### src/design/tpdl_pkg.sv
package tpdl_pkg;

  localparam int unsigned CFG_IDX_W   = 3;
  localparam int unsigned QUEUE_DEPTH = 4;
  // Widest rounded numerator magnitude is below 2^33, so the quotient needs 33 bits.
  localparam int unsigned QUO_W       = 33;

  typedef enum logic [CFG_IDX_W-1:0] {
    REG_RAW_NEAR   = 3'd0,
    REG_RAW_MID    = 3'd1,
    REG_RAW_FAR    = 3'd2,
    REG_VALID_MASK = 3'd3,
    REG_GAP_NM     = 3'd4,
    REG_GAP_MF     = 3'd5,
    REG_OUTPUT_MAX = 3'd6
  } reg_idx_e;

  typedef enum logic [1:0] {
    MODE_INTERP,
    MODE_OFFSET,
    MODE_PASS
  } mode_e;

  typedef struct packed {
    logic [15:0] raw_near;
    logic [15:0] raw_mid;
    logic [15:0] raw_far;
    logic [2:0]  valid_mask;
    logic [15:0] gap_nm;
    logic [15:0] gap_mf;
    logic [15:0] output_max;
  } cfg_t;

  typedef struct packed {
    mode_e              mode;
    logic [15:0]        raw;
    logic [15:0]        ra;
    logic [15:0]        span;
    logic signed [16:0] tdiff;
    logic signed [17:0] base;
  } item_t;

endpackage

### src/design/tpdl_queue.sv
module tpdl_queue (
  input  logic            clk_i,
  input  logic            rst_ni,
  input  logic            push_i,
  input  tpdl_pkg::item_t push_item_i,
  output logic            full_o,
  input  logic            pop_i,
  output logic            empty_o,
  output tpdl_pkg::item_t pop_item_o
);
  import tpdl_pkg::*;

  localparam int unsigned PTR_W = $clog2(QUEUE_DEPTH);
  localparam int unsigned CNT_W = $clog2(QUEUE_DEPTH + 1);

  item_t            mem_q [QUEUE_DEPTH];
  logic [PTR_W-1:0] wr_ptr_q, wr_ptr_d;
  logic [PTR_W-1:0] rd_ptr_q, rd_ptr_d;
  logic [CNT_W-1:0] count_q, count_d;
  logic             do_push, do_pop;

  assign full_o     = (count_q == CNT_W'(QUEUE_DEPTH));
  assign empty_o    = (count_q == '0);
  assign pop_item_o = mem_q[rd_ptr_q];
  assign do_push    = push_i && !full_o;
  assign do_pop     = pop_i && !empty_o;

  always_comb begin
    wr_ptr_d = wr_ptr_q;
    rd_ptr_d = rd_ptr_q;
    count_d  = count_q;
    if (do_push) begin
      wr_ptr_d = (wr_ptr_q == PTR_W'(QUEUE_DEPTH - 1)) ? '0 : PTR_W'(wr_ptr_q + 1'b1);
    end
    if (do_pop) begin
      rd_ptr_d = (rd_ptr_q == PTR_W'(QUEUE_DEPTH - 1)) ? '0 : PTR_W'(rd_ptr_q + 1'b1);
    end
    if (do_push && !do_pop) begin
      count_d = CNT_W'(count_q + 1'b1);
    end else if (do_pop && !do_push) begin
      count_d = CNT_W'(count_q - 1'b1);
    end
  end

  always_ff @(posedge clk_i or negedge rst_ni) begin
    if (!rst_ni) begin
      wr_ptr_q <= '0;
      rd_ptr_q <= '0;
      count_q  <= '0;
    end else begin
      wr_ptr_q <= wr_ptr_d;
      rd_ptr_q <= rd_ptr_d;
      count_q  <= count_d;
    end
  end

  always_ff @(posedge clk_i) begin
    if (do_push) begin
      mem_q[wr_ptr_q] <= push_item_i;
    end
  end

  a_count_bound: assert property (@(posedge clk_i) disable iff (!rst_ni)
    count_q <= CNT_W'(QUEUE_DEPTH))
    else $error("queue count exceeds depth");

  a_push_grows: assert property (@(posedge clk_i) disable iff (!rst_ni)
    do_push && !do_pop |=> count_q == CNT_W'($past(count_q) + 1'b1))
    else $error("queue count did not grow on push");

  a_pop_order: assert property (@(posedge clk_i) disable iff (!rst_ni)
    do_pop && !do_push |=> count_q == CNT_W'($past(count_q) - 1'b1))
    else $error("queue count did not shrink on pop");

endmodule

### config.mk
export PLATFORM = sky130hd
export DESIGN_NAME = tpdl_queue
export DESIGN_NICKNAME = d
export VERILOG_FILES = /design/src/design/tpdl_pkg.sv /design/src/design/tpdl_queue.sv
export SDC_FILE = /design/constraint.sdc
export NUM_CORES = 1
export LEC_CHECK = 0
export BUFFER_PORTS_ARGS = -buffer_cell sky130_fd_sc_hd__buf_4
export CAP_MARGIN = 30
export CORE_MARGIN = 8
export CORE_UTILIZATION = 53
export CTS_CLUSTER_DIAMETER = 200
export DETAILED_ROUTE_END_ITERATION = 8
export GPL_TIMING_DRIVEN = 0
export PLACE_DENSITY = 0.76
export SLEW_MARGIN = 20
export SYNTH_ARGS = -nofsm -noshare
export SYNTH_HDL_FRONTEND = slang
export SYNTH_SLANG_ARGS = --single-unit
### constraint.sdc
create_clock -name clk_i -period 8.7 [get_ports clk_i]
set_input_delay 2.61 -clock clk_i [delete_from_list [all_inputs] [get_ports clk_i]]
set_output_delay 2.61 -clock clk_i [all_outputs]
set_load 0.01 [all_outputs]
==> summary.md <==
| Metric | Value |
|---|---|
| Outcome | complete, no violations |
| Synth cell count leaders | edfxtp_1 (340), mux4_2 (85), buf_2 (8) |
| Max Cap Viol | 0 |
| Worst hold slack | 0.556 ns |
| Final Net Count | 799 |
| Die area | 29200 um^2 |
| Synth Net Count | 578 |
| Gpl congestion | 0.716 |
| Dpl hpwl | 15.9 mm |
| Peak supply drop | 231 uV |
| Critical path arrival | 2.19 ns |
| Worst setup SP type | flip-flop |
| Die Span Y | 171 um |
| Top cell type's share of synthesized area | 80.2% |
| Fin. max-slew vios | 0 |
| P&R area growth vs syn | 23.9% |
| FILL cells | 1517 |
| Top post-synthesis cells by area | edfxtp_1 (80%), mux4_2 (15%), dfrtp_1 (1.4%), ha_1 (0.59%), buf_12 (0.47%) |
| Clock tree buffer depth | 3 |
| Slew HR | 49.2% |
| Cell Pwr Density | 349 nW/um^2 |
| Via Count | 5775 |
| Largest net degree at the start of global routing | 47 |
| Row cnt | 56 |
| DR WL/cell | 23.2 um |
| Clk_lat worst skew | 0.50 ns |
| Setup bufs post-CTS | 0 |
| Pleak | 5.43 nW |
| Post-synth EDFFs | 340 |
| Dominant synthesized flop cell | edfxtp_1 |
| Reg clk slew, reported paths | 0.06 ns |
| Tcrit/Tclk final | 55.1% |
| Data required time at the worst endpoint | 6.09 ns |
| Mapped Cells | 482 |
| Overall routed net length | 24.3 mm |
| First-pass GRT wire length | 37.2 mm |
| DR pass1 iterations | 4 |
| I/O pin total | 176 |
| Synth unique cells | 23 |
| Vias in the first global route | 6524 |
| Final setup viols | 0 |
| TritonCTS clock tree | yes |
| Mapped Area | 12700 um^2 |
| Post-DRT Antenna Nets | 0 |
| Synthesis Warnings | 0 |
| CTS root buffer | clkbuf_16 |
| Initial core utilization | 54.1% |
| Layout cells sized above 1 | 47.5% |
| Final Hold Viols | 0 |
| Post-CTS Resized | 0 |
| Area post-placement | 14600 um^2 |
| Total CTS buffers | 36 |
| CTS Hold Buffers Added | 0 |
| #FFs+latches synth | 347 |
| Design area | 15800 um^2 |
| Chip width | 171 um |
| Syn avg cell area | 26.4 um^2 |
| Critical path type | reg2out |
| Post-synth ARST share | 2.02% |
| Global Route Usage Sum | 16.8% |
| Vias per cell | 5.52 |
| Count leader, synth | edfxtp_1 |
| RSZ-0062 raised after global routing | false |
| IO buf count | 175 |
| Min-Delay Path Class | reg2reg |
| Number of remaining DRC errors | 0 |
| Initial DRC Count | 396 |
| Htree depth | 2 |
| Synth area leader | edfxtp_1 |
| Worst Max-Slew Pin Slew | 0.762 ns |
| Sum Neg Setup Slack | 0 ns |
| Fmax | 0.208 GHz |
| Clk sinks | 347 |
| Max Clock Skew | 0.0209 ns |
| Worst Path Max Fanout | 10 |
| Core area | 23500 um^2 |
| Min cycle time layout | 4.80 ns |
| Grt ovf | 0 |
| Antenna violations before repair | 0 |
| Utilization after layout | 67.0% |
| Register area share after synthesis | 81.6% |
| Diode count | 0 |
| Setup crit end kind | primary output |
state kept, by name, indices dropped and copies added, names as in the netlist:
name / flops
mem_q: 340
wr_ptr_q: 2
count_q: 3
rd_ptr_q: 2
power breakdown:
part           total (mW)  internal [mW]  switching (mW)
Clock                1.48          0.897           0.586
Combinational        1.74          0.886           0.852
Sequential           2.29           2.20          0.0843
layout by cell type (no fill, tap or decap), drive strengths merged:
cell and n:
a21o 1, ha 6, bufinv 3, mux4 85, clkinv 7, o31ai 1, dfrtp 7, fa 1
and2 3, nor2b 1, xor2 2, nor2 3, mux2 4, nand2 1, buf 200, inv 6
clkbuf 53, nor3b 1, xnor2 1, edfxtp 340, nor3 2
cell families after synthesis:
kind of cell,Yosys count,share of synthesized area [%]
compound gates,2,0.157
mux,89,15.4
simple gates,11,0.511
xor+xnor,3,0.206
buf+inv,23,1.41
fa+ha+maj,7,0.747
flops,347,81.6
per-layer routing:
layer  GRT usage [%]  share of wire [%]
met1            21.0                 39
met2            28.6                 51
met3            3.69                6.8
met4            6.43                2.6
met5               0                  0
path summary, 6_finish.rpt:
path | startpoint | to | slack, ns | cells past startpoint
max in group asynchronous | rst_ni | rd_ptr_q[1] | 6.66 | 1
setup / recovery | rd_ptr_q[1] | pop_item_o[15] | 3.90 | 4
setup reg to reg | count_q[2] | mem_q[0][82] | 6.41 | 4
hold / removal | count_q[2] | count_q[2] | 0.56 | 1
hold reg to reg | count_q[2] | count_q[2] | 0.56 | 1
min in group asynchronous | rst_ni | count_q[2] | 1.91 | 1
critical path, cell delays in order (launching register included):
cell	delay [ns]
dfrtp_1	0.35
buf_2	0.16
clkbuf_1	0.58
mux4_2	0.43
buf_4	0.17
final cells by class:
class                   count  area [um^2]  share of cell area [%]
plain buffers              20          168                    1.06
clock buffers              50         1000                    6.37
clock inverters            13          148                   0.936
inverters                   3         11.3                  0.0714
multi-input cells         112         2180                    13.8
flip-flops and latches    347        10400                    65.8
well taps                 319          399                    2.53
repair buffers            183         1480                    9.39
per-stage QoR:
step | power (mW) | worst slack (ns) | std cells
floorplan | 3.32 | 1.94 | 482
global placement | 4.05 | -0.691 | 976
detailed placement | 4.11 | 4.32 | 984
CTS | 5.60 | 3.87 | 1047
global route | 5.76 | 3.82 | 1047
finish | 5.51 | 3.90 | 1047
Note: power is estimated with default switching activity, not from simulation.
