`src/design/tpdl_pkg.sv`:
```
package tpdl_pkg;

  localparam int unsigned CFG_IDX_W   = 3;
  localparam int unsigned QUEUE_DEPTH = 4;
  // Widest rounded numerator magnitude is below 2^33, so the quotient needs 33 bits.
  localparam int unsigned QUO_W       = 33;

  typedef enum logic [CFG_IDX_W-1:0] {
    REG_RAW_NEAR   = 3'd0,
    REG_RAW_MID    = 3'd1,
    REG_RAW_FAR    = 3'd2,
    REG_VALID_MASK = 3'd3,
    REG_GAP_NM     = 3'd4,
    REG_GAP_MF     = 3'd5,
    REG_OUTPUT_MAX = 3'd6
  } reg_idx_e;

  typedef enum logic [1:0] {
    MODE_INTERP,
    MODE_OFFSET,
    MODE_PASS
  } mode_e;

  typedef struct packed {
    logic [15:0] raw_near;
    logic [15:0] raw_mid;
    logic [15:0] raw_far;
    logic [2:0]  valid_mask;
    logic [15:0] gap_nm;
    logic [15:0] gap_mf;
    logic [15:0] output_max;
  } cfg_t;

  typedef struct packed {
    mode_e              mode;
    logic [15:0]        raw;
    logic [15:0]        ra;
    logic [15:0]        span;
    logic signed [16:0] tdiff;
    logic signed [17:0] base;
  } item_t;

endpackage

```
`src/design/tpdl_front.sv`:
```
module tpdl_front #(
  parameter int TARGET_NEAR_MM = 100,
  parameter int TARGET_MID_MM  = 300,
  parameter int TARGET_FAR_MM  = 500
) (
  input  tpdl_pkg::cfg_t  cfg_i,
  input  logic [15:0]     raw_distance_i,
  output tpdl_pkg::item_t item_o
);
  import tpdl_pkg::*;

  localparam logic signed [17:0] TN    = 18'(TARGET_NEAR_MM);
  localparam logic signed [17:0] TM    = 18'(TARGET_MID_MM);
  localparam logic signed [17:0] TF    = 18'(TARGET_FAR_MM);
  localparam logic signed [16:0] TD_NM = 17'(TARGET_MID_MM - TARGET_NEAR_MM);
  localparam logic signed [16:0] TD_MF = 17'(TARGET_FAR_MM - TARGET_MID_MM);
  localparam logic signed [16:0] TD_NF = 17'(TARGET_FAR_MM - TARGET_NEAR_MM);

  logic        has_n, has_m, has_f;
  logic        nm, mf, nf;
  logic [15:0] gap_nf;
  logic [15:0] span_nm, span_mf, span_nf;

  assign has_n   = cfg_i.valid_mask[0];
  assign has_m   = cfg_i.valid_mask[1];
  assign has_f   = cfg_i.valid_mask[2];
  assign gap_nf  = 16'(cfg_i.gap_nm + cfg_i.gap_mf);
  assign span_nm = 16'(cfg_i.raw_mid - cfg_i.raw_near);
  assign span_mf = 16'(cfg_i.raw_far - cfg_i.raw_mid);
  assign span_nf = 16'(cfg_i.raw_far - cfg_i.raw_near);

  assign nm = has_n && has_m && (cfg_i.raw_near < cfg_i.raw_mid) && (span_nm >= cfg_i.gap_nm);
  assign mf = has_m && has_f && (cfg_i.raw_mid < cfg_i.raw_far) && (span_mf >= cfg_i.gap_mf);
  assign nf = has_n && has_f && (cfg_i.raw_near < cfg_i.raw_far) && (span_nf >= gap_nf);

  always_comb begin
    item_o.mode  = MODE_PASS;
    item_o.raw   = raw_distance_i;
    item_o.ra    = cfg_i.raw_near;
    item_o.span  = span_nm;
    item_o.tdiff = TD_NM;
    item_o.base  = 18'({2'b00, raw_distance_i});
    if ((nm && (raw_distance_i <= cfg_i.raw_mid)) || (nm && !mf && !nf)) begin
      item_o.mode = MODE_INTERP;
      item_o.base = TN;
    end else if (mf && (raw_distance_i >= cfg_i.raw_mid)) begin
      item_o.mode  = MODE_INTERP;
      item_o.ra    = cfg_i.raw_mid;
      item_o.span  = span_mf;
      item_o.tdiff = TD_MF;
      item_o.base  = TM;
    end else if (nf) begin
      item_o.mode  = MODE_INTERP;
      item_o.span  = span_nf;
      item_o.tdiff = TD_NF;
      item_o.base  = TN;
    end else if (nm) begin
      item_o.mode = MODE_INTERP;
      item_o.base = TN;
    end else if (mf) begin
      item_o.mode  = MODE_INTERP;
      item_o.ra    = cfg_i.raw_mid;
      item_o.span  = span_mf;
      item_o.tdiff = TD_MF;
      item_o.base  = TM;
    end else if (has_m) begin
      item_o.mode = MODE_OFFSET;
      item_o.base = 18'({2'b00, raw_distance_i}) + TM - 18'({2'b00, cfg_i.raw_mid});
    end else if (has_n) begin
      item_o.mode = MODE_OFFSET;
      item_o.base = 18'({2'b00, raw_distance_i}) + TN - 18'({2'b00, cfg_i.raw_near});
    end else if (has_f) begin
      item_o.mode = MODE_OFFSET;
      item_o.base = 18'({2'b00, raw_distance_i}) + TF - 18'({2'b00, cfg_i.raw_far});
    end
  end

endmodule

```
`config.mk`:
```
export PLATFORM = sky130hd
export DESIGN_NAME = tpdl_front
export DESIGN_NICKNAME = d
export VERILOG_FILES = /design/src/design/tpdl_pkg.sv /design/src/design/tpdl_front.sv
export SDC_FILE = /design/constraint.sdc
export NUM_CORES = 1
export LEC_CHECK = 0
export BUFFER_PORTS_ARGS = -buffer_cell sky130_fd_sc_hd__buf_2
export CAP_MARGIN = 20
export CORE_ASPECT_RATIO = 0.75
export CORE_MARGIN = 10
export CORE_UTILIZATION = 25
export DETAILED_ROUTE_END_ITERATION = 16
export GPL_ROUTABILITY_DRIVEN = 0
export PLACE_DENSITY = 0.48
export SYNTH_ARGS = -nofsm -noshare
export SYNTH_HDL_FRONTEND = slang
export SYNTH_SLANG_ARGS = --single-unit
```
`constraint.sdc`:
```
create_clock -name vclk -period 6.39
set_input_delay 1.278 -clock vclk [all_inputs]
set_output_delay 1.278 -clock vclk [all_outputs]
set_load 0.005 [all_outputs]
```
==> out/qor.yml, run 1 <==
detailed_routing:
  vias: 9922
  met2WireLength_um: 15900
  dr_wl_met3_um: 2050
  wl_per_cell_um: 18.1
  drtIter0Drc: 608
  ant_nets: 0
  drt-total-wl_um: 36700
  firstDrtPassIters: 5
  via_per_inst: 4.90
  drc: 0
  routedLengthMet1_um: 18400
  highest_layer: "met5"
synthesis:
  synth-adder-area-share_pct: 33.3
  synth_top_family_by_area: "adder cells"
  synthMuxAreaShare_pct: 1.12
  yosysTopAreaCell: "ha_1"
  netlist_area_um2: 8710
  synth_cell_types: 83
  synth.yosys.seq_area_share_pct: 0
  yosys-top-cells-area: "ha_1 30%, inv_1 6.3%, a21oi_1 6.2%"
  synth_compound_area_share_pct: 28.0
  postSynthCellCount: 1176
  synthSimpleGateAreaFrac_pct: 17.8
  synth_top_area_share_pct: 29.9
  synth_xor_area_share_pct: 8.65
  ys_warn_count: 0
  avgSynthCellArea_um2: 7.41
floorplanning:
  die_w_um: 236
  core_area_um2: 34500
  rows: 59
  dieHeight_um: 182
  io_pins: 200
  die-area_um2: 42800
  start_util_pct: 25.2
setup_path:
  slowest_delay_ps: 370
  cp_slowest_cell: "a211o_4"
  cp_max_fo: 4
  crit_type: "primary input to output port"
  start_kind: "primary input"
  crit_chain: "buf_6 > clkinvlp_4 > ha_4 > nor2b_4 > o31a_1 > o41ai_2 > buf_4 > o211ai_1 > a31o_2 > a21oi_2 > xnor2_2 > ha_1 > a21o_1 > a21o_1 > a21oi_2 > o21ai_2 > a21o_2 > and3_4 > buf_6 > buf_12 > a211o_4 > o221a_1 > buf_2"
  endpoint_kind: "output port"
  required_ps: 5110
  crit_arrival_ps: 5610
min_path:
  hp-start: "raw_distance_i[0]"
  hold_depth: 2
  whs_endpoint: "item_o[67]"
  hold_path_class: "primary input to output port"
cells_and_area:
  fin_area_um2: 12800
  layout_common_cells: "230 x buf_4, 199 x ha_1, 147 x buf_2"
  drive_gt1_share_pct: 37.8
  layout_commonest_cell: "buf_4"
  fill_cells: 3763
  seqCellArea_um2: 0
  nets: 1908
  nFlopsAndLatches: 0
  final_util_pct: 37.2
  area_growth_pct: 47.4
  nClkBuffers: 0
power:
  p_int_uw: 846
  combPwrFrac_pct: 100.0
  vdd_drop_max_v: 0.0000445
  p_leak_nw: 6.44
  seq_power_share_pct: 0
  clock_power_share_pct: 0
  p_switching_uw: 858
  pwr_density_cell_nw_per_um2: 133
  swShare_pct: 50.4
timing:
  slew_headroom_pct: 45.2
  rsz0062_at_grt: "yes"
  finalSetupViolations: 55
  setup_slack_ps: -497
  worst_pin_slew_ps: 801
  hold_viol_final: 0
  fin_crit_sh_pct: 108
  post-route-min-period_ps: 6890
  max_clock_freq_mhz: 145
  report.final.slew_viol_count: 0
global_routing:
  track_usage_pct: 16.1
  gr-total-overflow: 0
  antenna_found_initial: 2
  grt_pass1_wl_um: 55900
  grt_pass1_vias: 9801
  grt_max_degree: 37
place:
  dp_hpwl_um: 31800
  postPlaceCellArea_um2: 11600
  port_buffers: 171
outcome:
  violations: "negative setup slack"
  status: "finished, violations left"
clock_network:
  cts_hold_buf: 0
job:
  maxCapViolations: 0
-- cell usage after synthesis (6+ instances only) --
cell type,instances
nand2_1,44
o21ai_0,56
o21ai_2,15
nand2b_1,11
a31oi_1,9
mux2i_1,6
fa_1,15
nor2_1,82
a221oi_1,6
xnor2_1,58
nor3_1,37
nand3_1,22
clkbuf_1,10
inv_1,146
nand4_1,19
o221a_2,13
buf_2,6
or3_1,16
or2_2,7
xor2_1,28
nor2b_1,12
ha_1,208
o21a_1,7
a211oi_1,19
a21oi_1,108
nand2_2,15
a21o_1,37
buf_4,31
o21bai_1,16
and2_1,7
o31ai_1,9
-- what timing repair did --
action	in CTS	in global routing
pin swaps	82	61
gates resized for setup	123	69
hold endpoints to repair	0	0
buffers inserted	22	10
setup endpoints to repair	55	55
cloned	3	1
-- cell families after synthesis --
kind of cell,Yosys count
buffers and inverters,200
adder cells (fa/ha/maj),223
XOR/XNOR,86
AND/OR/NAND/NOR,301
other,2
multiplexers,9
AO/OA/AOI/OAI,355
-- cell type report --
type	count	area [um2]	share of cell area, %
Antenna cell	1	2.50	0.0195
Inverter	146	557	4.34
Multi-Input combinational cell	988	8510	66.3
Tap cell	457	572	4.45
Timing Repair Buffer	434	3200	24.9
-- power groups by stage --
stage / logic (mW) / registers (mW) / clock network (mW)
after global placement: 1.46 / 0 / 0
final: 1.70 / 0 / 0.0000000210
after detailed placement: 1.47 / 0 / 0
after global routing: 1.88 / 0 / 0
after floorplan: 0.874 / 0 / 0
after CTS: 1.63 / 0 / 0
-- metal layers --
metal  global-route usage [%]  vias up
li1                         -     5016
met2                     25.5      246
met1                     23.2     4637
met4                     1.61        2
met3                     2.40       21
met5                        0        -
-- critical path, delay by kind of cell --
| family | cells | cell delay, ps |
|---|---|---|
| compound gates | 12 | 2500 |
| buf+inv | 6 | 810 |
| fa+ha+maj | 2 | 540 |
| simple gates | 2 | 290 |
| xor+xnor | 1 | 160 |
-- stage by stage --
step	TNS [ps]	instances	power (mW)	worst slack [ps]	hold WS (ps)
2_1_floorplan	-1460	1187	0.874	-94.6	2640
5_1_grt	-26490	2025	1.88	-620	2770
6_report	-18720	2026	1.70	-497	2760
3_3_place_gp	-34360	1996	1.46	-747	2760
4_1_cts	-20560	2017	1.63	-449	2760
3_5_place_dp	-34690	1996	1.47	-729	2760
-- how the worst max path moves through the flow --
stage / start / end
after floorplan: cfg_i[84] / item_o[51]
after global placement: cfg_i[68] / item_o[13]
after detailed placement: cfg_i[84] / item_o[35]
after CTS: cfg_i[84] / item_o[51]
after global routing: cfg_i[32] / item_o[50]
final: cfg_i[84] / item_o[50]
Power figures use the tool's default switching activity.
==> inputs of run 2 (changes only) <==
==> constraint.sdc (replaced) <==
create_clock -name vclk -period 5.8
set_input_delay 1.16 -clock vclk [all_inputs]
set_output_delay 1.16 -clock vclk [all_outputs]
set_load 0.005 [all_outputs]
==> out/qor.yml, run 2 (synthesis results as in run 1) <==
global_routing:
  grt.busiest_layer: "met2"
  grt_util_met1_pct: 22.9  # -0.33 points
  grtUsageMet3_pct: 1.67  # -0.72 points
  grt_pass1_wl_um: 55000  # -1.5%
  grt_max_degree: 36  # -2.7%
  antenna_found_initial: 5  # +3
  track_usage_pct: 16.0  # -0.16 points
  gr-total-overflow: 0  # unchanged
  grt_pass1_vias: 9615  # -1.9%
  met2_usage_pct: 26.0  # +0.46 points
place:
  dp_hpwl_um: 32300  # +1.7%
  dpl_worst_slack_ps: -1340  # -615 ps
  dp_cells: 2042  # +2.3%
  port_buffers: 171  # unchanged
outcome:
  status: "finished, violations left"
  violations: "negative setup slack"
detailed_routing:
  via_per_inst: 4.78  # -2.4%
  firstDrtPassIters: 5  # unchanged
  drc: 0  # unchanged
  drtIter0Drc: 619  # +1.8%
  drt-total-wl_um: 37000  # +0.75%
  wl_per_cell_um: 17.9  # -1.2%
  vias: 9873  # -0.49%
  ant_nets: 0  # unchanged
cells_and_area:
  layout_common_cells: "276 x buf_4, 199 x ha_1, 156 x buf_2"
  drive_gt1_share_pct: 39.6  # +1.7 points
  nets: 1948  # +2.1%
  seqCellArea_um2: 0  # unchanged
  fin_cells: 2066  # +2.0%
  nFlopsAndLatches: 0  # unchanged
  layout_commonest_cell: "buf_4"
  nClkBuffers: 0  # unchanged
  area_growth_pct: 50.7
setup_path:
  slowest_delay_ps: 370  # about the same
  cp_slowest_cell: "a2111oi_4"
  crit_chain: "buf_6 > clkinvlp_4 > ha_4 > nor2b_4 > o31a_1 > o41ai_2 > buf_4 > o211ai_1 > a31o_2 > a21oi_2 > xnor2_2 > ha_1 > a21o_1 > a21o_1 > a21oi_2 > o21ai_2 > a21o_2 > and3_4 > a2111oi_4 > buf_6 > mux2_4 > buf_6"
  path_depth: 22  # -4.3%
  worst-path-buf-inv: 5  # -1
  crit_type: "primary input to output port"
  start_kind: "primary input"
  required_ps: 4640  # -470 ps
  crit_top_cell: "buf_6"
  endpoint_kind: "output port"
  crit_family: "compound AO/OA/AOI/OAI gates"
  crit_arrival_ps: 5430  # -180 ps
  cp_max_fo: 5  # +1
power:
  p_int_uw: 940  # +11%
  combPwrFrac_pct: 100.0  # about the same
  vdd_drop_max_v: 0.0000455  # +2.2%
  swShare_pct: 50.2  # -0.13 points
  clock_power_share_pct: 0  # unchanged
  seq_power_share_pct: 0  # unchanged
  pwr_density_cell_nw_per_um2: 144  # +8.5%
  p_leak_nw: 6.69  # +3.8%
  p_switching_uw: 949  # +11%
timing:
  fin_crit_sh_pct: 114
  slew_headroom_pct: 48.6  # +3.4 points
  hold_viol_final: 0  # unchanged
  tns_ps: -37530  # -18810 ps
  finalSetupViolations: 55  # unchanged
  setup_slack_ps: -793  # -296 ps
  post-route-min-period_ps: 6590
  whs_ps: 2520  # -232 ps
  worst_pin_slew_ps: 751  # -49.6 ps
  report.final.slew_viol_count: 0  # unchanged
  max_clock_freq_mhz: 152
  rsz0062_at_grt: "yes"
min_path:
  hold_path_class: "primary input to output port"
  hold_depth: 2  # unchanged
floorplanning:
  io_pins: 200  # unchanged
  rows: 59  # unchanged
  core_area_um2: 34500  # unchanged
  die_w_um: 236  # unchanged
  die-area_um2: 42800  # unchanged
  dieHeight_um: 182  # unchanged
  start_util_pct: 25.2  # unchanged
job:
  maxCapViolations: 0  # unchanged
run 2: cell types whose count changed in the layout (fill, tap and decap cells not counted), sizes merged:
cell | previous run | this run
a211o | 5 | 4
buf | 433 | 474
run 2: routing by layer:
layer | part of all wire (%) | up-vias
met2 | 44 | 233
met3 | 4.5 | 22
met5 | 0.092 | -
met4 | 1.1 | 6
li1 | - | 5091
met1 | 50 | 4521
run 2: cell type report:
type,instances,area (um2)
Fill cell,3678,21400
Tap cell,457,572
Inverter,146,571
Timing Repair Buffer,475,3450
Antenna cell,1,2.50
Multi-Input combinational cell,987,8530
run 2: stage by stage:
step | utilization (%) | instance area [um2] | total power, mW
final | 38.0 | 13100 | 1.89
after global placement | 35.3 | 12200 | 1.68
after detailed placement | 35.3 | 12200 | 1.69
after CTS | 36.9 | 12800 | 1.81
after global routing | 38.0 | 13100 | 2.08
after floorplan | - | 9010 | 1.01
run 2: what timing repair did:
| action | 4_1_cts | 5_1_grt |
|---|---|---|
| hold buffers | 0 | 0 |
| pin swaps | 49 | 38 |
| resized for setup | 96 | 61 |
| gates cloned | 1 | 2 |
| setup buffers | 13 | 12 |
| endpoints found under the setup margin | 55 | 55 |
run 2: final timing paths:
kind,start,to,slack [ps]
min,raw_distance_i[0],item_o[67],2520
max,cfg_i[84],item_o[51],-790
run 2: power groups by stage:
stage | Combinational, mW | Clock [mW] | Sequential (mW)
global route | 2.08 | 0 | 0
CTS | 1.81 | 0 | 0
floorplan | 1.01 | 0 | 0
detailed placement | 1.69 | 0 | 0
finish | 1.89 | 0.0000000231 | 0
global placement | 1.68 | 0 | 0
